==> src/png_csp_pkg.sv <==
// Shared constants, codes and the CRC-32 byte update for the PNG chunk stream parser.
`timescale 1ns / 1ps
`default_nettype none

package png_csp_pkg;

   // Widths of the transaction fields.
   localparam int unsigned ByteWidth   = 8;
   localparam int unsigned KindWidth   = 3;
   localparam int unsigned StatusWidth = 4;
   localparam int unsigned LimitWidth  = 9;
   localparam int unsigned CountWidth  = 9;

   // Default upper bound on accepted iTXt chunks, and the limit register reset value.
   localparam int unsigned MaxTextChunksDefault = 256;
   localparam logic [LimitWidth-1:0] TextLimitReset = 9'd256;

   // Chunk kinds.
   localparam logic [KindWidth-1:0] KIND_IHDR  = 3'd0;
   localparam logic [KindWidth-1:0] KIND_PLTE  = 3'd1;
   localparam logic [KindWidth-1:0] KIND_IDAT  = 3'd2;
   localparam logic [KindWidth-1:0] KIND_IEND  = 3'd3;
   localparam logic [KindWidth-1:0] KIND_ITXT  = 3'd4;
   localparam logic [KindWidth-1:0] KIND_OTHER = 3'd5;

   // Parse status codes.
   localparam logic [StatusWidth-1:0] ST_BUSY       = 4'd0;
   localparam logic [StatusWidth-1:0] ST_CHUNK_OK   = 4'd1;
   localparam logic [StatusWidth-1:0] ST_IEND_DONE  = 4'd2;
   localparam logic [StatusWidth-1:0] ST_BAD_SIG    = 4'd3;
   localparam logic [StatusWidth-1:0] ST_CRC_ERR    = 4'd4;
   localparam logic [StatusWidth-1:0] ST_DUP_IHDR   = 4'd5;
   localparam logic [StatusWidth-1:0] ST_TEXT_EARLY = 4'd6;
   localparam logic [StatusWidth-1:0] ST_TEXT_LIMIT = 4'd7;
   localparam logic [StatusWidth-1:0] ST_NO_IEND    = 4'd8;
   localparam logic [StatusWidth-1:0] ST_IHDR_SHORT = 4'd9;

   // Chunk type words, big-endian ASCII.
   localparam logic [31:0] TYPE_IHDR = 32'h4948_4452;
   localparam logic [31:0] TYPE_PLTE = 32'h504C_5445;
   localparam logic [31:0] TYPE_IDAT = 32'h4944_4154;
   localparam logic [31:0] TYPE_IEND = 32'h4945_4E44;
   localparam logic [31:0] TYPE_ITXT = 32'h6954_5874;

   localparam logic [31:0] CrcPreset = 32'hFFFF_FFFF;
   localparam logic [31:0] CrcPoly   = 32'hEDB8_8320;

   // Minimum IHDR payload length.
   localparam logic [31:0] IhdrLength = 32'd13;

   // The eight-byte file signature, indexed by byte position.
   function automatic logic [ByteWidth-1:0] sig_byte(input logic [2:0] idx);
      logic [ByteWidth-1:0] val;
      unique case (idx)
         3'd0: val = 8'h89;
         3'd1: val = 8'h50;
         3'd2: val = 8'h4E;
         3'd3: val = 8'h47;
         3'd4: val = 8'h0D;
         3'd5: val = 8'h0A;
         3'd6: val = 8'h1A;
         3'd7: val = 8'h0A;
         default: val = 8'h00;
      endcase
      return val;
   endfunction

   // Reflected CRC-32 update by one byte.
   function automatic logic [31:0] crc32_byte(input logic [31:0] crc,
                                              input logic [ByteWidth-1:0] data);
      logic [31:0] acc;
      acc = crc ^ {24'h0, data};
      for (int i = 0; i < 8; i++) begin
         acc = acc[0] ? ((acc >> 1) ^ CrcPoly) : (acc >> 1);
      end
      return acc;
   endfunction

   function automatic logic [KindWidth-1:0] decode_kind(input logic [31:0] tword);
      logic [KindWidth-1:0] k;
      priority if (tword == TYPE_IHDR) k = KIND_IHDR;
      else if (tword == TYPE_PLTE) k = KIND_PLTE;
      else if (tword == TYPE_IDAT) k = KIND_IDAT;
      else if (tword == TYPE_IEND) k = KIND_IEND;
      else if (tword == TYPE_ITXT) k = KIND_ITXT;
      else k = KIND_OTHER;
      return k;
   endfunction

endpackage

`default_nettype wire

==> src/png_chunk_stream_parser_unit.sv <==
// PNG chunk stream parser: signature check, chunk deframing, CRC-32 check and IHDR capture.
`timescale 1ns / 1ps
`default_nettype none
// A result transaction is registered and appears in the cycle after its input byte is accepted.
// Throughput: one byte per cycle while results are taken; the byte-wide CRC-32 update and the field counter
// compare sit between the parse state registers and the result register.
// The block takes a new byte while a result waits as long as the result is taken in that cycle.
// Reset (synchronous, active high) clears the parse state and sets the iTXt limit to 256.

module png_chunk_stream_parser_unit
   import png_csp_pkg::*;
#(
   parameter int unsigned MAX_TEXT_CHUNKS = MaxTextChunksDefault
) (
   input  wire logic                   clock,
   input  wire logic                   reset,

   // Input byte stream.
   input  wire logic                   req_tvalid,
   output logic                        req_tready,
   input  wire logic [7:0]             req_tdata,   // [7:0] in_byte
   input  wire logic                   req_tuser,   // [0] start_of_file
   input  wire logic                   req_tlast,   // end_of_stream

   // Result stream.
   output logic                        rsp_tvalid,
   input  wire logic                   rsp_tready,
   // [7:0] payload_byte, [10:8] chunk_kind, [14:11] parse_status, [15] header_valid,
   // [47:16] image_width, [79:48] image_height, [87:80] bit_depth, [95:88] colour_type,
   // [103:96] compression_method, [111:104] filter_method, [119:112] interlace_method
   output logic [119:0]                rsp_tdata,
   output logic                        rsp_tuser,   // [0] payload_valid

   // iTXt chunk limit register.
   input  wire logic                   csr_we,
   input  wire logic [LimitWidth-1:0]  csr_wdata
);

   typedef enum logic [2:0] {
      PH_SIG,
      PH_LEN,
      PH_TYPE,
      PH_DATA,
      PH_CRC
   } phase_type;

   localparam int unsigned CmpWidth = 17;
   localparam logic [CmpWidth-1:0] MaxText = CmpWidth'(MAX_TEXT_CHUNKS);

   // Parse state.
   phase_type                 phase_ff, phase_in;
   logic [31:0]               cnt_ff, cnt_in;
   logic [31:0]               dlen_ff, dlen_in;
   logic [31:0]               tword_ff, tword_in;
   logic [31:0]               crc_ff, crc_in;
   logic [31:0]               rcrc_ff, rcrc_in;
   logic [63:0]               shadow_ff, shadow_in;
   logic [39:0]               shadow_bytes_ff, shadow_bytes_in;
   logic                      hdr_seen_ff, hdr_seen_in;
   logic [CountWidth-1:0]     text_cnt_ff, text_cnt_in;
   logic                      halted_ff, halted_in;
   logic [StatusWidth-1:0]    final_ff, final_in;
   logic [KindWidth-1:0]      kind_ff, kind_in;
   logic [63:0]               dims_ff, dims_in;
   logic [39:0]               hbytes_ff, hbytes_in;
   logic [LimitWidth-1:0]     limit_ff;

   // Result register.
   logic                      out_valid_ff;
   logic                      pv_ff, pv_in;
   logic [ByteWidth-1:0]      pb_ff, pb_in;
   logic [StatusWidth-1:0]    status_ff, status_in;

   logic                      accept;
   logic [ByteWidth-1:0]      in_byte;
   logic [CmpWidth-1:0]       limit_eff;
   logic [31:0]               cnt_inc;

   assign in_byte    = req_tdata;
   assign req_tready = !out_valid_ff || rsp_tready;
   assign accept     = req_tvalid && req_tready;

   // The iTXt limit in force is the smaller of the register and the build-time bound.
   assign limit_eff = ({8'h0, limit_ff} < MaxText) ? {8'h0, limit_ff} : MaxText;

   always_comb begin
      phase_in        = phase_ff;
      cnt_in          = cnt_ff;
      dlen_in         = dlen_ff;
      tword_in        = tword_ff;
      crc_in          = crc_ff;
      rcrc_in         = rcrc_ff;
      shadow_in       = shadow_ff;
      shadow_bytes_in = shadow_bytes_ff;
      hdr_seen_in     = hdr_seen_ff;
      text_cnt_in     = text_cnt_ff;
      halted_in       = halted_ff;
      final_in        = final_ff;
      kind_in         = kind_ff;
      dims_in         = dims_ff;
      hbytes_in       = hbytes_ff;
      pv_in           = 1'b0;
      pb_in           = '0;
      status_in       = ST_BUSY;

      // A start-of-file byte restarts the parse before it is itself examined.
      if (req_tuser) begin
         phase_in        = PH_SIG;
         cnt_in          = '0;
         dlen_in         = '0;
         tword_in        = '0;
         crc_in          = CrcPreset;
         rcrc_in         = '0;
         shadow_in       = '0;
         shadow_bytes_in = '0;
         hdr_seen_in     = 1'b0;
         text_cnt_in     = '0;
         halted_in       = 1'b0;
         final_in        = ST_BUSY;
         kind_in         = KIND_OTHER;
         dims_in         = '0;
         hbytes_in       = '0;
      end

      cnt_inc = cnt_in + 32'd1;

      if (halted_in) begin
         status_in = final_in;
      end else begin
         unique case (phase_in)
            PH_SIG: begin
               if (in_byte != sig_byte(cnt_in[2:0])) begin
                  halted_in = 1'b1;
                  final_in  = ST_BAD_SIG;
                  status_in = ST_BAD_SIG;
               end else if (cnt_in[2:0] == 3'd7) begin
                  phase_in = PH_LEN;
                  cnt_in   = '0;
               end else begin
                  cnt_in = cnt_inc;
               end
            end
            PH_LEN: begin
               dlen_in = {dlen_in[23:0], in_byte};
               if (cnt_in[1:0] == 2'd3) begin
                  phase_in = PH_TYPE;
                  cnt_in   = '0;
                  crc_in   = CrcPreset;
                  tword_in = '0;
               end else begin
                  cnt_in = cnt_inc;
               end
            end
            PH_TYPE: begin
               tword_in = {tword_in[23:0], in_byte};
               crc_in   = crc32_byte(crc_in, in_byte);
               if (cnt_in[1:0] == 2'd3) begin
                  kind_in         = decode_kind(tword_in);
                  cnt_in          = '0;
                  shadow_in       = '0;
                  shadow_bytes_in = '0;
                  rcrc_in         = '0;
                  phase_in        = (dlen_in == 32'd0) ? PH_CRC : PH_DATA;
               end else begin
                  cnt_in = cnt_inc;
               end
            end
            PH_DATA: begin
               pv_in  = 1'b1;
               pb_in  = in_byte;
               crc_in = crc32_byte(crc_in, in_byte);
               // IHDR: width and height go to the shadow, then the five single-byte fields.
               if (kind_in == KIND_IHDR) begin
                  if (cnt_in < 32'd8) begin
                     shadow_in = {shadow_in[55:0], in_byte};
                  end else if (cnt_in < IhdrLength) begin
                     shadow_bytes_in = {shadow_bytes_in[31:0], in_byte};
                  end
               end
               if (cnt_inc >= dlen_in) begin
                  phase_in = PH_CRC;
                  cnt_in   = '0;
                  rcrc_in  = '0;
               end else begin
                  cnt_in = cnt_inc;
               end
            end
            PH_CRC: begin
               rcrc_in = {rcrc_in[23:0], in_byte};
               if (cnt_in[1:0] == 2'd3) begin
                  // Chunk end checks, in order of precedence.
                  priority if (~crc_in != rcrc_in) begin
                     halted_in = 1'b1;
                     final_in  = ST_CRC_ERR;
                     status_in = ST_CRC_ERR;
                  end else if (kind_in == KIND_IHDR && hdr_seen_in) begin
                     halted_in = 1'b1;
                     final_in  = ST_DUP_IHDR;
                     status_in = ST_DUP_IHDR;
                  end else if (kind_in == KIND_IHDR && dlen_in < IhdrLength) begin
                     halted_in = 1'b1;
                     final_in  = ST_IHDR_SHORT;
                     status_in = ST_IHDR_SHORT;
                  end else if (kind_in == KIND_IHDR) begin
                     dims_in     = shadow_in;
                     hbytes_in   = shadow_bytes_in;
                     hdr_seen_in = 1'b1;
                     status_in   = ST_CHUNK_OK;
                  end else if (kind_in == KIND_ITXT && !hdr_seen_in) begin
                     halted_in = 1'b1;
                     final_in  = ST_TEXT_EARLY;
                     status_in = ST_TEXT_EARLY;
                  end else if (kind_in == KIND_ITXT
                               && {8'h0, text_cnt_in} >= limit_eff) begin
                     halted_in = 1'b1;
                     final_in  = ST_TEXT_LIMIT;
                     status_in = ST_TEXT_LIMIT;
                  end else if (kind_in == KIND_ITXT) begin
                     text_cnt_in = text_cnt_in + CountWidth'(1);
                     status_in   = ST_CHUNK_OK;
                  end else if (kind_in == KIND_IEND) begin
                     halted_in = 1'b1;
                     final_in  = ST_IEND_DONE;
                     status_in = ST_IEND_DONE;
                  end else begin
                     status_in = ST_CHUNK_OK;
                  end
                  cnt_in  = '0;
                  dlen_in = '0;
                  if (!halted_in) begin
                     phase_in = PH_LEN;
                  end
               end else begin
                  cnt_in = cnt_inc;
               end
            end
            default: begin
               phase_in = PH_SIG;
            end
         endcase

         // The source has run dry without a clean end of file.
         if (req_tlast && !halted_in) begin
            status_in = (phase_in == PH_SIG) ? ST_BAD_SIG : ST_NO_IEND;
            halted_in = 1'b1;
            final_in  = status_in;
         end
      end
   end

   always_ff @(posedge clock) begin
      if (reset) begin
         phase_ff        <= PH_SIG;
         cnt_ff          <= '0;
         dlen_ff         <= '0;
         tword_ff        <= '0;
         crc_ff          <= CrcPreset;
         rcrc_ff         <= '0;
         shadow_ff       <= '0;
         shadow_bytes_ff <= '0;
         hdr_seen_ff     <= 1'b0;
         text_cnt_ff     <= '0;
         halted_ff       <= 1'b0;
         final_ff        <= ST_BUSY;
         kind_ff         <= KIND_OTHER;
         dims_ff         <= '0;
         hbytes_ff       <= '0;
         limit_ff        <= TextLimitReset;
         out_valid_ff    <= 1'b0;
      end else begin
         if (csr_we) begin
            limit_ff <= csr_wdata;
         end
         if (accept) begin
            phase_ff        <= phase_in;
            cnt_ff          <= cnt_in;
            dlen_ff         <= dlen_in;
            tword_ff        <= tword_in;
            crc_ff          <= crc_in;
            rcrc_ff         <= rcrc_in;
            shadow_ff       <= shadow_in;
            shadow_bytes_ff <= shadow_bytes_in;
            hdr_seen_ff     <= hdr_seen_in;
            text_cnt_ff     <= text_cnt_in;
            halted_ff       <= halted_in;
            final_ff        <= final_in;
            kind_ff         <= kind_in;
            dims_ff         <= dims_in;
            hbytes_ff       <= hbytes_in;
            out_valid_ff    <= 1'b1;
         end else if (rsp_tready) begin
            out_valid_ff <= 1'b0;
         end
      end
   end

   // Payload part of the result register; no reset needed.
   always_ff @(posedge clock) begin
      if (accept) begin
         pv_ff     <= pv_in;
         pb_ff     <= pb_in;
         status_ff <= status_in;
      end
   end

   // The kind and the committed header only change on an accepted byte, which also
   // reloads the result register, so they are read straight from the parse state.
   assign rsp_tvalid = out_valid_ff;
   assign rsp_tuser  = pv_ff;
   assign rsp_tdata  = {hbytes_ff[7:0], hbytes_ff[15:8], hbytes_ff[23:16],
                        hbytes_ff[31:24], hbytes_ff[39:32],
                        dims_ff[31:0], dims_ff[63:32],
                        hdr_seen_ff, status_ff, kind_ff, pb_ff};

endmodule

`default_nettype wire
==> config.mk <==
export PLATFORM = sky130hd
export DESIGN_NAME = png_chunk_stream_parser_unit
export DESIGN_NICKNAME = d
export VERILOG_FILES = /design/src/png_csp_pkg.sv /design/src/png_chunk_stream_parser_unit.sv
export SDC_FILE = /design/constraint.sdc
export NUM_CORES = 1
export LEC_CHECK = 0
export BUFFER_PORTS_ARGS = -buffer_cell sky130_fd_sc_hd__buf_2
export CAP_MARGIN = 25
export CORE_MARGIN = 1.5
export CORE_UTILIZATION = 55
export DETAILED_ROUTE_END_ITERATION = 7
export PLACE_DENSITY = 0.74
export SYNTH_ARGS = -nofsm -noshare
export SYNTH_HDL_FRONTEND = slang
export SYNTH_SLANG_ARGS = --single-unit
==> constraint.sdc <==
create_clock -name clock -period 7.3 [get_ports clock]
set_clock_uncertainty 0.2 [all_clocks]
set_input_delay 0.73 -clock clock [delete_from_list [all_inputs] [get_ports clock]]
set_output_delay 0.73 -clock clock [all_outputs]
set_load 0.1 [all_outputs]
Yosys cells after proc, flatten, opt, wreduce, memory -nomap -nowiden. Memory sizes are Yosys's and may differ from the RTL's. Cells that the tools add are included.

Flip-flop bits (word level): 412. Memories: 1. Word-level logic and storage cells: 226. ROM bits: 56. Input bits: 24.

Reductions and logical operators: 18. Bitwise operators: 11. Equality and inequality tests: 15. Add/subtract/negate cells: 2. Order comparisons: 6. Mux-type cells: 153.

Memory list: (name not given) (depth 8, width 7, read ports 1, clocked after Yosys merged registers in 0, write ports 0, RTL line png_csp_pkg.sv:54) `unique case (idx)`.

Operator list (number): 32-bit 2-to-1 mux (27); 64-bit 2-to-1 mux (13); 40-bit 2-to-1 mux (14); 32-bit one-hot mux with 2 select lines (3); 32-bit one-hot mux with 3 select lines (2); 32-bit by 31-bit equality test with 1-bit output, second input constant (5); 64-bit one-hot mux with 2 select lines (1); 13-bit NOT with 14-bit output (8); 9-bit 2-to-1 mux (12); 32-bit by 4-bit < comparator with 1-bit output, second input constant (3); 4-bit 2-to-1 mux (20); 40-bit one-hot mux with 2 select lines (1); 3-bit 2-to-1 mux (22); 32-bit by 1-bit adder with 32-bit output, second input constant (1); 32-bit greater-or-equal comparator (1); 32-bit zero test (1); 32-bit inequality test (1); 32-bit NOT (1); 32-bit by 8-bit bitwise XOR with 32-bit output (1); 1-bit 2-to-1 mux (29); 8-bit 2-to-1 mux (2); 4-bit one-hot mux with 2 select lines (2); 3-bit one-hot mux with 5 select lines (1); 9-bit by 1-bit adder with 9-bit output, second input constant (1); 17 further kinds (33).

Longest topological paths before layout. Gate-level depths: netlist of the first run.

Depth after elaboration: 21. Depth in mapped cells: 30. Mapped depth without buffers: 21.

Least setup slack after synthesis of the first run. No wires, ideal clock.

Kind: input port to flip-flop. From: input req_tuser. To: register cnt_ff[21]. Buffers on the path: 9. Setup slack: 0.957 ns. Cell stages on the path: 29. Data arrival time: 6.015 ns. Setup time: 0.128 ns. Path through: buf_6 > inv_1 > clkbuf_1 > clkbuf_1 > clkbuf_1 > nand2_1 > inv_1 > ha_1 > clkbuf_1 > and3_1 > nand4_1 > nor4_2 > and3b_1 > buf_2 > nand3_1 > mux2_2 > ha_1 > o21ai_0 > o21ai_0 > a31oi_1 > a2111oi_2 > a211oi_2 > or3_1 > buf_2 > and2_1 > buf_2 > buf_2 > a22oi_1 > nor2_1.

Longest elaborated chain between the ends: 8.

RTL lines: from (decl) (RTL line png_chunk_stream_parser_unit.sv:22) `input wire logic req_tuser,`; parallel branches: the longest is 7 deep, another holds 32-bit by 1-bit adder with 32-bit output; 32-bit 2-to-1 mux * (RTL line png_chunk_stream_parser_unit.sv:127) `if (halted_in) begin`; to (signal assigned) (RTL line png_chunk_stream_parser_unit.sv:276) `cnt_ff <= cnt_in;`; to (decl) (RTL line png_chunk_stream_parser_unit.sv:52) `logic [31:0] cnt_ff, cnt_in;`.

Mark *: on every way between the ends. The select of a mux whose other input is x is not followed. A chain may end at the register's enable or synchronous reset.

Worst setup path after layout of the first run.
From: input req_tuser. To: register cnt_ff[11].

The elaborated chain is that of the path after synthesis.

==> results of run 1 <==
[per-layer routing]
layer	vias to the layer above	global-route usage [%]
met4	0	8.065
met5	-	0
li1	7680	-
met1	7762	41.03
met3	73	4.926
met2	653	46.73
[sequential cells by signal, summed over array words and instances (netlist names)]
| register | count |
|---|---|
| rsp_tvalid | 1 |
| phase_ff | 3 |
| final_ff | 4 |
| hbytes_ff | 40 |
| status_ff | 4 |
| pb_ff | 8 |
| limit_ff | 9 |
| cnt_ff | 32 |
| dims_ff | 64 |
| hdr_seen_ff | 1 |
| text_cnt_ff | 9 |
| halted_ff | 1 |
| rsp_tuser | 1 |
| shadow_ff | 64 |
| rcrc_ff | 24 |
| shadow_bytes_ff | 40 |
| crc_ff | 32 |
| kind_ff | 3 |
| tword_ff | 24 |
| dlen_ff | 32 |
[area by class of cell]
type / count / area (um2) / share of cell area (%)
multi-input cells: 1486 / 9614 / 46.21
flip-flops and latches: 396 / 8058 / 38.73
clock buffers: 60 / 1220 / 5.863
repair buffers: 173 / 969.7 / 4.661
well taps: 442 / 553.0 / 2.658
clock inverters: 17 / 219.0 / 1.052
inverters: 46 / 172.7 / 0.8299
[critical path: stages]
cell	delay [ns]
buf_4	0.23
and2b_1	0.34
ha_1	0.20
and3_1	0.23
nand4_1	0.28
nor4_2	0.29
and3b_1	0.37
nand3_1	0.12
mux2_2	0.30
ha_1	0.30
o21ai_0	0.07
o21ai_0	0.16
a31oi_1	0.15
a2111oi_2	0.38
a211oi_2	0.12
buf_4	0.20
or3_1	0.51
and2_1	0.41
a22oi_1	0.24
nor2_1	0.06
[cells in the final DEF, fill, tap and decap left out, drive strengths merged, types with 11 or more instances in the layout]
master	instances
nor2	298
clkbuf	60
and2	11
nor2b	25
xnor2	64
edfxtp	13
nor3	34
inv	47
nand2	187
a22o	126
a22oi	132
o21ai	62
xor2	53
nand4	32
o22ai	61
a21oi	69
nand3	26
and3	15
dfxtp	383
nand2b	14
o32ai	15
buf	173
ha	51
clkinv	12
nor4	25
[Yosys cell counts, types with 9 or more instances]
cell type | number | area, um2
dfxtp_1 | 383 | 7667
nor2_1 | 293 | 1100
nand2_1 | 187 | 701.9
a22oi_1 | 132 | 991.0
a22o_1 | 126 | 1104
clkbuf_1 | 90 | 337.8
a21oi_1 | 68 | 340.3
o22ai_1 | 61 | 381.6
o21ai_0 | 60 | 300.3
xnor2_1 | 53 | 464.2
ha_1 | 51 | 638.1
xor2_1 | 51 | 446.7
buf_2 | 45 | 225.2
inv_1 | 44 | 165.2
nand4_1 | 32 | 200.2
nor3_1 | 31 | 155.2
nand3_1 | 26 | 130.1
nor2b_1 | 24 | 150.1
nor4_1 | 23 | 143.9
and3_1 | 15 | 93.84
o32ai_1 | 15 | 131.4
nand2b_1 | 14 | 87.58
edfxtp_1 | 13 | 390.4
and2_1 | 10 | 62.56
mux2i_1 | 10 | 100.1
a211oi_1 | 9 | 67.56
a2bb2oi_1 | 9 | 78.83
a31oi_1 | 9 | 56.30
buf_1 | 9 | 33.78
nand3b_1 | 9 | 67.56
nor4b_1 | 9 | 78.83
or3_1 | 9 | 56.30
xnor2_2 | 9 | 146.4
[stage by stage]
step                      setup WS, ns  utilization [%]  area (um2)  total power, mW  hold WS [ns]
after floorplan                 0.9570                -       18470            2.488        0.2362
after global placement           1.405            58.95       19320            2.567        0.2470
after detailed placement         1.288            58.99       19340            2.571        0.2510
after CTS                        1.825            63.38       20780            4.762        0.1853
after global routing             1.326            63.46       20810            4.876        0.2040
final                            1.750            63.46       20810            4.737        0.2032
[where the power goes]
part           switching (mW)  leakage (nW)  internal, mW
combinational           0.243          4.18        0.0920
clock                   0.890         0.713          1.32
sequential             0.0131          3.22          2.18
total                    1.15          8.11          3.59
[cell families (layout without fill, tap and decap cells)]
family / after synthesis / after routing / share of synthesized area, %
AOI/OAI and AO/OA: 573 / 573 / 22.61
xor gates and xnor gates: 117 / 117 / 6.259
adders and majority gates: 51 / 51 / 3.455
buffers and inverters: 198 / 296 / 4.613
DFF: 396 / 396 / 43.62
muxes: 11 / 11 / 0.6029
and+or+nand+nor: 734 / 734 / 18.84
[worst max-delay path by stage]
stage | startpoint | end | slack [ns]
floorplan | req_tuser | cnt_ff[21] | 0.96
global placement | req_tuser | cnt_ff[18] | 1.40
CTS | req_tuser | cnt_ff[11] | 1.83
finish | req_tuser | cnt_ff[11] | 1.75
detailed placement | req_tuser | cnt_ff[11] | 1.29
global route | req_tuser | cnt_ff[22] | 1.33
==> metrics.md, run 1 <==
| Metric | Value |
|---|---|
| Initial core utilization | `56.34%` |
| Synth cell types | `94` |
| WL met1 | `23.10 mm` |
| Antenna Cells | `0` |
| Mapped Area | `18,470 um2` |
| Synthesized area per cell | `8.881 um2` |
| Cell row count | `66` |
| Tot GR Track Use | `29.33%` |
| Yosys warnings | `0` |
| Pin count of the biggest net entering global routing | `104` |
| Relative slew slack | `29.98%` |
| Gpl congestion | `0.9152` |
| Syn-to-layout area delta | `12.64%` |
| Fin crit period | `5.550 ns` |
| Least-Margin Pin Slew | `1.050 ns` |
| Share of cells above drive strength 1 | `13.45%` |
| FF-to-FF End | `cnt_ff[11]` |
| H-tree depth | `2` |
| CTS tree | `done` |
| Req. time, crit path | `7.48 ns` |
| Lkg Pwr | `8.113 nW` |
| Max VDD drop | `0.1664 mV` |
| Detailed Routing Iterations Pass 1 | `6` |
| Worst-skew pair later-pin latency | `0.55 ns` |
| P per Cell Area | `227.7 nW/um2` |
| Worst Path Arrival | `5.73 ns` |
| Post-CTS setup buffer count | `0` |
| Reg2Reg Setup Slack | `1.80 ns` |
| Max_cap viols | `0` |
| Nets | `2,221` |
| Run status | `finished clean` |
| Final setup vio count | `0` |
| Clock edge transition at the registers on the reported setup and hold paths | `0.06 ns` |
| Fmax | `180.2 MHz` |
| Clock root cell | `clkbuf_16` |
| Met2 wire len | `23.09 mm` |
| Slew Limit Fails | `0` |
| DRT iter0 DRCs | `1,597` |
| Placed cell count | `2,542` |
| Fillers | `2,734` |
| Seq/Total Area, Yosys | `43.62%` |
| CTS sink cnt | `396` |
| WHS Path Cells | `3` |
| Final Hold Fails | `0` |
| Post-synth EDFFs | `13` |
| DRC | `0` |
| Die Ht | `186.3 um` |
| Met3 wire len | `4.244 mm` |
| Post-Syn Instances | `2,080` |
| Port Buffer Count | `146` |
| Crit path kind | `input port to flop` |
| Finished Layout Cells | `2,620` |
| Via count | `16,170` |
| Global-route wire length before repair | `81.21 mm` |
| CTS buffer count | `43` |
| Setup TNS | `0 ns` |
| Fin crit share | `76.02%` |
| Crit end category | `flop` |
| Final ANT Viol Nets | `0` |
| Vias in the first global route | `15,070` |
| FFs w/ async S/R, synth | `0%` |
| Ports | `147` |
| Congestion Overflow GR | `0` |
| Core area | `32,780 um2` |
| Worst hold path class | `input port to flop` |
| Die width | `186.3 um` |
| Syn Nets | `2,155` |
| CTS Buffer Depth | `3` |
| RSZ-0062 raised after global routing | `false` |
| Yosys reg bits | `396` |
| Min-Delay Endpoint | `limit_ff[8]` |
| Avg WL per Cell | `19.65 um` |
| Initial antenna violation count | `0` |
| Hold Crit Start | `csr_wdata[8]` |
| Worst reg2reg startpoint | `cnt_ff[1]` |
| Dpl hpwl | `34.52 mm` |
| Hold_buf cts | `0` |
| DR vias/cell | `6.171` |
| Maximum fanout along the worst path | `36` |
| Die area | `34,690 um2` |
| DRT Wirelength | `51.47 mm` |
| Worst setup SP type | `input port` |
| Max layer used | `met4` |
| Ys flop type | `dfxtp_1` |
| Worst reg2reg path depth | `20` |
| Post-cts sizing count | `0` |
No activity file was read; power rests on OpenSTA's default activity.
==> inputs of run 2 (changes only) <==
- clock period: 7.3 -> 5.8 ns (I/O delays scaled with it)
==> run 2 against run 1 <==
Against the previous run: total power grew 24%; clock power grew 21%; sequential cell count is the same; via count grew 1.5%; first-iteration DRC count grew 8.5%; wire length grew 1.3%; clock-buffer cell count grew 3; critical path depth grew 2; largest cell class unchanged.
==> metrics.md, run 2 (synthesis gave the netlist of run 1 again) <==
| Metric | Value |
|---|---|
| Ports | `147` |
| Clock edge transition at the registers on the reported setup and hold paths | `0.06 ns` |
| Worst Path Arrival | `5.62 ns` |
| Lkg Pwr | `8.122 nW` |
| DRC | `0` |
| Fmax | `186.9 MHz` |
| Max VDD drop | `0.2065 mV` |
| DRT iter0 DRCs | `1,733` |
| Gpl congestion | `0.9619` |
| Vias in the first global route | `15,110` |
| Die width | `186.3 um` |
| Final ANT Viol Nets | `0` |
| Hold Crit Start | `csr_wdata[8]` |
| Syn-to-layout area delta | `12.80%` |
| CTS tree | `done` |
| Sw Share | `24.14%` |
| Regs by FF count | `dims_ff: 64 flops, shadow_ff: 64 flops` |
| Die area | `34,690 um2` |
| Hold_buf cts | `0` |
| Flop pwr share | `47.1%` |
| Relative slew slack | `29.54%` |
| Fin crit share | `92.27%` |
| Pin count of the biggest net entering global routing | `104` |
| Initial core utilization | `56.34%` |
| DR vias/cell | `6.266` |
| Congestion Overflow GR | `0` |
| Most common cell after layout, fill and taps aside | `dfxtp_1` |
| Max_cap viols | `0` |
| Setup TNS | `0 ns` |
| Final Hold Fails | `0` |
| Initial antenna violation count | `0` |
| WHS Path Cells | `3` |
| DRT Wirelength | `52.12 mm` |
| Highest-count cells in the layout ignoring fill and taps | `383 x dfxtp_1, 292 x nor2_1, 186 x nand2_1` |
| Fin crit period | `5.352 ns` |
| Antenna Cells | `0` |
| CTS sink cnt | `396` |
| Crit path kind | `flop to flop` |
| Post-cts sizing count | `0` |
| Switching pwr | `1.419 mW` |
| Maximum fanout along the worst path | `16` |
| Worst-skew pair later-pin latency | `0.56 ns` |
| Clock root cell | `clkbuf_16` |
| Pint | `4.459 mW` |
| Placed cell count | `2,547` |
| Least-Margin Pin Slew | `1.030 ns` |
| Clock power frac | `45.7%` |
| Port Buffer Count | `146` |
| Dpl hpwl | `35.06 mm` |
| Req. time, crit path | `6.06 ns` |
| H-tree depth | `2` |
| Final setup vio count | `0` |
| Tot GR Track Use | `29.65%` |
| Worst reg2reg path depth | `22` |
| Core area | `32,780 um2` |
| Worst reg2reg startpoint | `cnt_ff[1]` |
| CTS buffer count | `42` |
| Worst setup path startpoint | `cnt_ff[1]` |
| Crit end category | `flop` |
| Detailed Routing Iterations Pass 1 | `6` |
| Share of cells above drive strength 1 | `13.45%` |
| Finished Layout Cells | `2,620` |
| Worst setup SP type | `flop` |
| Cell row count | `66` |
| CTS Buffer Depth | `3` |
| RSZ-0062 raised after global routing | `false` |
| Avg WL per Cell | `19.89 um` |
| Worst hold path class | `input port to flop` |
| Via count | `16,420` |
| Slew Limit Fails | `0` |
| P per Cell Area | `282.1 nW/um2` |
| Nets | `2,224` |
| Global-route wire length before repair | `82.19 mm` |
| Run status | `finished clean` |
| Fillers | `2,753` |
| Die Ht | `186.3 um` |
| Post-CTS setup buffer count | `0` |
| Comb pwr share | `7.3%` |
-- run 2: area by class of cell --
type                       count  area, um2  area share (%)
clock inverter                10      127.6          0.6125
sequential                   396       8058           38.67
clock buffer                  63       1261           6.053
inverter                      46      172.7          0.8287
tap                          442      553.0           2.654
timing repair buffer         177       1050           5.038
multi-input combinational   1486       9614           46.14
-- run 2: path summary, 6_finish.rpt --
path / end / slack (ns)
hold reg to reg: hbytes_ff[32] / 0.26
setup / recovery: cnt_ff[18] / 0.45
setup reg to reg: cnt_ff[18] / 0.45
hold / removal: limit_ff[8] / 0.06
-- run 2: through the flow --
step	util (%)	hold slack, ns	area, um2	worst slack (ns)	power [mW]
floorplan	-	0.2362	18490	0.01074	3.133
global placement	59.23	0.2451	19420	0.3880	3.239
detailed placement	59.32	0.2499	19450	0.2058	3.243
CTS	63.56	0.04591	20840	0.5290	5.910
global route	63.56	0.05450	20840	0.02772	6.058
finish	63.56	0.05597	20840	0.4483	5.878
-- run 2: worst max-delay path, cell delays in order, from the launching register on --
cell	delay [ns]
dfxtp_1	0.48
nand2_1	0.18
inv_1	0.13
ha_1	0.17
and3_1	0.22
nand4_1	0.16
nor4_2	0.44
and3b_1	0.27
buf_4	0.16
nand3_1	0.09
nor3_1	0.15
a21o_1	0.14
ha_1	0.23
nand2_1	0.07
o21ai_0	0.10
a31oi_1	0.34
a21oi_1	0.14
a211oi_2	0.52
or3_1	0.38
and2_1	0.18
buf_4	0.22
a21oi_1	0.10
nor3_1	0.19
-- run 2: power groups by stage --
| stage | Combinational [mW] | Sequential (mW) | Clock, mW |
|---|---|---|---|
| 3_3_place_gp | 0.413 | 2.83 | 0 |
| 4_1_cts | 0.419 | 2.77 | 2.72 |
| 3_5_place_dp | 0.418 | 2.83 | 0 |
| 2_1_floorplan | 0.277 | 2.86 | 0 |
| 5_1_grt | 0.455 | 2.77 | 2.84 |
| 6_report | 0.427 | 2.77 | 2.68 |
-- run 2: per-layer routing --
layer / vias to the layer above / wire length [um] / GRT usage (%)
li1: 7714 / - / -
met2: 694 / 23140 / 46.69
met5: - / 0 / 0
met3: 106 / 4386 / 5.822
met1: 7904 / 23090 / 40.37
met4: 0 / 1502 / 10.81
==> inputs of run 3 (changes only) <==
- CAP_MARGIN: 25 -> default
- CORE_UTILIZATION: 55 -> 35
- PLACE_DENSITY: 0.74 -> 0.52
==> run 3 against run 2 <==
Against the previous run: combinational power increased by 2%; total power increased by 1.9%; non-clock buffer count up 13; utilization shrank 23 points; sequential power barely moved; design area is 2.1% higher; via count decreased by 2.4%; worst hold slack got worse by 0.0064 ns; sequential cell count is the same; register-to-register slack got worse by 0.02 ns; cell count increased by 10%; highest routed layer unchanged.
==> metrics.md, run 3 (synthesis gave the netlist of run 1 again) <==
| Metric | Value |
|---|---|
| Highest-count cells in the layout ignoring fill and taps | `383 x dfxtp_1, 292 x nor2_1, 186 x nand2_1` |
| Clock edge transition at the registers on the reported setup and hold paths | `0.06 ns` |
| Power Total | `5.987 mW` |
| CTS tree | `done` |
| Register area | `8058 um2` |
| Worst setup SP type | `flop` |
| Least-Margin Pin Slew | `1.115 ns` |
| Pre-CTS WS | `0.04771 ns` |
| Worst reg2reg startpoint | `cnt_ff[1]` |
| Worst-skew pair later-pin latency | `0.57 ns` |
| Most common cell after layout, fill and taps aside | `dfxtp_1` |
| Fillers | `5,248` |
| Post-DP Area | `19,810 um2` |
| Cell row count | `84` |
| Crit end category | `flop` |
| Gpl congestion | `0.8958` |
| H-tree depth | `2` |
| Final setup vio count | `0` |
| Share of cells above drive strength 1 | `13.92%` |
| Final WS setup | `0.4264 ns` |
| Die Ht | `232.7 um` |
| DRT iter0 DRCs | `1,499` |
| Maximum fanout along the worst path | `16` |
| Die width | `232.7 um` |
| Final Hold Fails | `0` |
| Worst hold path class | `input port to flop` |
| Crit path kind | `flop to flop` |
| Fin crit period | `5.374 ns` |
| Clock root cell | `clkbuf_16` |
| Flop pwr share | `46.2%` |
| Fmax | `186.1 MHz` |
| Lkg Pwr | `8.184 nW` |
| Tot GR Track Use | `20.83%` |
| Nets | `2,239` |
| Max_cap viols | `0` |
| Die area | `54,160 um2` |
| CTS sink cnt | `396` |
| CTS buffer count | `44` |
| Congestion Overflow GR | `0` |
| Finished Core Util | `40.64%` |
| Fin crit share | `92.65%` |
| Comb pwr share | `7.3%` |
| Initial antenna violation count | `0` |
| Antenna Cells | `0` |
| Dpl hpwl | `38.72 mm` |
| Clock power frac | `46.5%` |
| Regs by FF count | `dims_ff: 64 flops, shadow_ff: 64 flops` |
| CTS Buffer Depth | `3` |
| Pint | `4.501 mW` |
| Vias in the first global route | `15,160` |
| DRT Wirelength | `57.45 mm` |
| Pin count of the biggest net entering global routing | `104` |
| DR vias/cell | `5.553` |
| Hold Crit Start | `csr_wdata[4]` |
| Run status | `finished clean` |
| Final ANT Viol Nets | `0` |
| DRC | `0` |
| Worst setup path startpoint | `cnt_ff[1]` |
| Relative slew slack | `25.64%` |
| Ports | `147` |
| Syn-to-layout area delta | `15.15%` |
| Sw Share | `24.82%` |
| P per Cell Area | `281.5 nW/um2` |
| Worst Path Arrival | `5.59 ns` |
| RSZ-0062 raised after global routing | `false` |
| Setup TNS | `0 ns` |
| Global-route wire length before repair | `89.18 mm` |
| Switching pwr | `1.486 mW` |
| Port Buffer Count | `146` |
| Via count | `16,030` |
| Post-route cell area | `21,270 um2` |
| Initial core utilization | `35.29%` |
| Detailed Routing Iterations Pass 1 | `6` |
| Core area | `52,340 um2` |
| Avg WL per Cell | `19.91 um` |
| Req. time, crit path | `6.02 ns` |
| Area occupied by multi-input gates | `9615 um2` |
| Slew Limit Fails | `0` |
| Max VDD drop | `0.1835 mV` |
## run 3: cell type report
type	instances	share of cell area (%)
clock inverters	18	0.8824
multi-input cells	1486	45.21
repair buffers	190	5.336
well taps	688	4.047
clock buffers	62	5.830
flip-flops and latches	396	37.88
inverters	46	0.8118
## run 3: timing repair
item | 4_1_cts | 5_1_grt
resized for setup | 0 | 1
endpoints found under the hold margin | 1 | 0
hold buffers | 1 | 0
endpoints found under the setup margin | 0 | 16
buffers inserted | 0 | 3
## run 3: path summary, 6_finish.rpt
| check | end | slack [ns] | cells after the start |
|---|---|---|---|
| worst max register to register | cnt_ff[30] | 0.43 | 20 |
| worst min-delay path | limit_ff[4] | 0.05 | 3 |
| worst max-delay path | cnt_ff[30] | 0.43 | 20 |
| worst min register to register | hbytes_ff[5] | 0.26 | 1 |
## run 3: power groups by stage
| stage | Combinational (mW) | Clock, mW | Sequential (mW) |
|---|---|---|---|
| after floorplan | 0.277 | 0 | 2.86 |
| after global placement | 0.432 | 0 | 2.83 |
| after detailed placement | 0.434 | 0 | 2.83 |
| after CTS | 0.436 | 2.86 | 2.77 |
| after global routing | 0.467 | 2.96 | 2.77 |
| final | 0.436 | 2.79 | 2.77 |
## run 3: per-stage QoR
step	hold WS (ns)	instances
6_report	0.04958	2886
5_1_grt	0.06143	2886
4_1_cts	0.02074	2883
3_5_place_dp	0.2521	2802
3_3_place_gp	0.2473	2802
2_1_floorplan	0.2362	2080
## run 3: per-layer routing
layer	up-vias	track usage (%)	wire, um
met5	-	0	0
met4	0	5.806	1256
met3	64	3.297	3140
met2	476	32.14	25410
met1	7751	29.87	27640
li1	7736	-	-
## run 3: worst max-delay path: stages, from the launching register on
cell and delay [ns]:
dfxtp_1 0.47, nand2_1 0.18, inv_1 0.11, ha_1 0.16
and3_1 0.22, nand4_1 0.25, nor4_2 0.42, and3b_1 0.34
nand3_1 0.11, mux2_2 0.30, ha_1 0.30, o21ai_0 0.07
o21ai_0 0.19, a31oi_1 0.17, a2111oi_2 0.36, a211oi_2 0.13
buf_4 0.22, or3_1 0.40, and2_2 0.34, a22oi_1 0.19
nor2_1 0.06
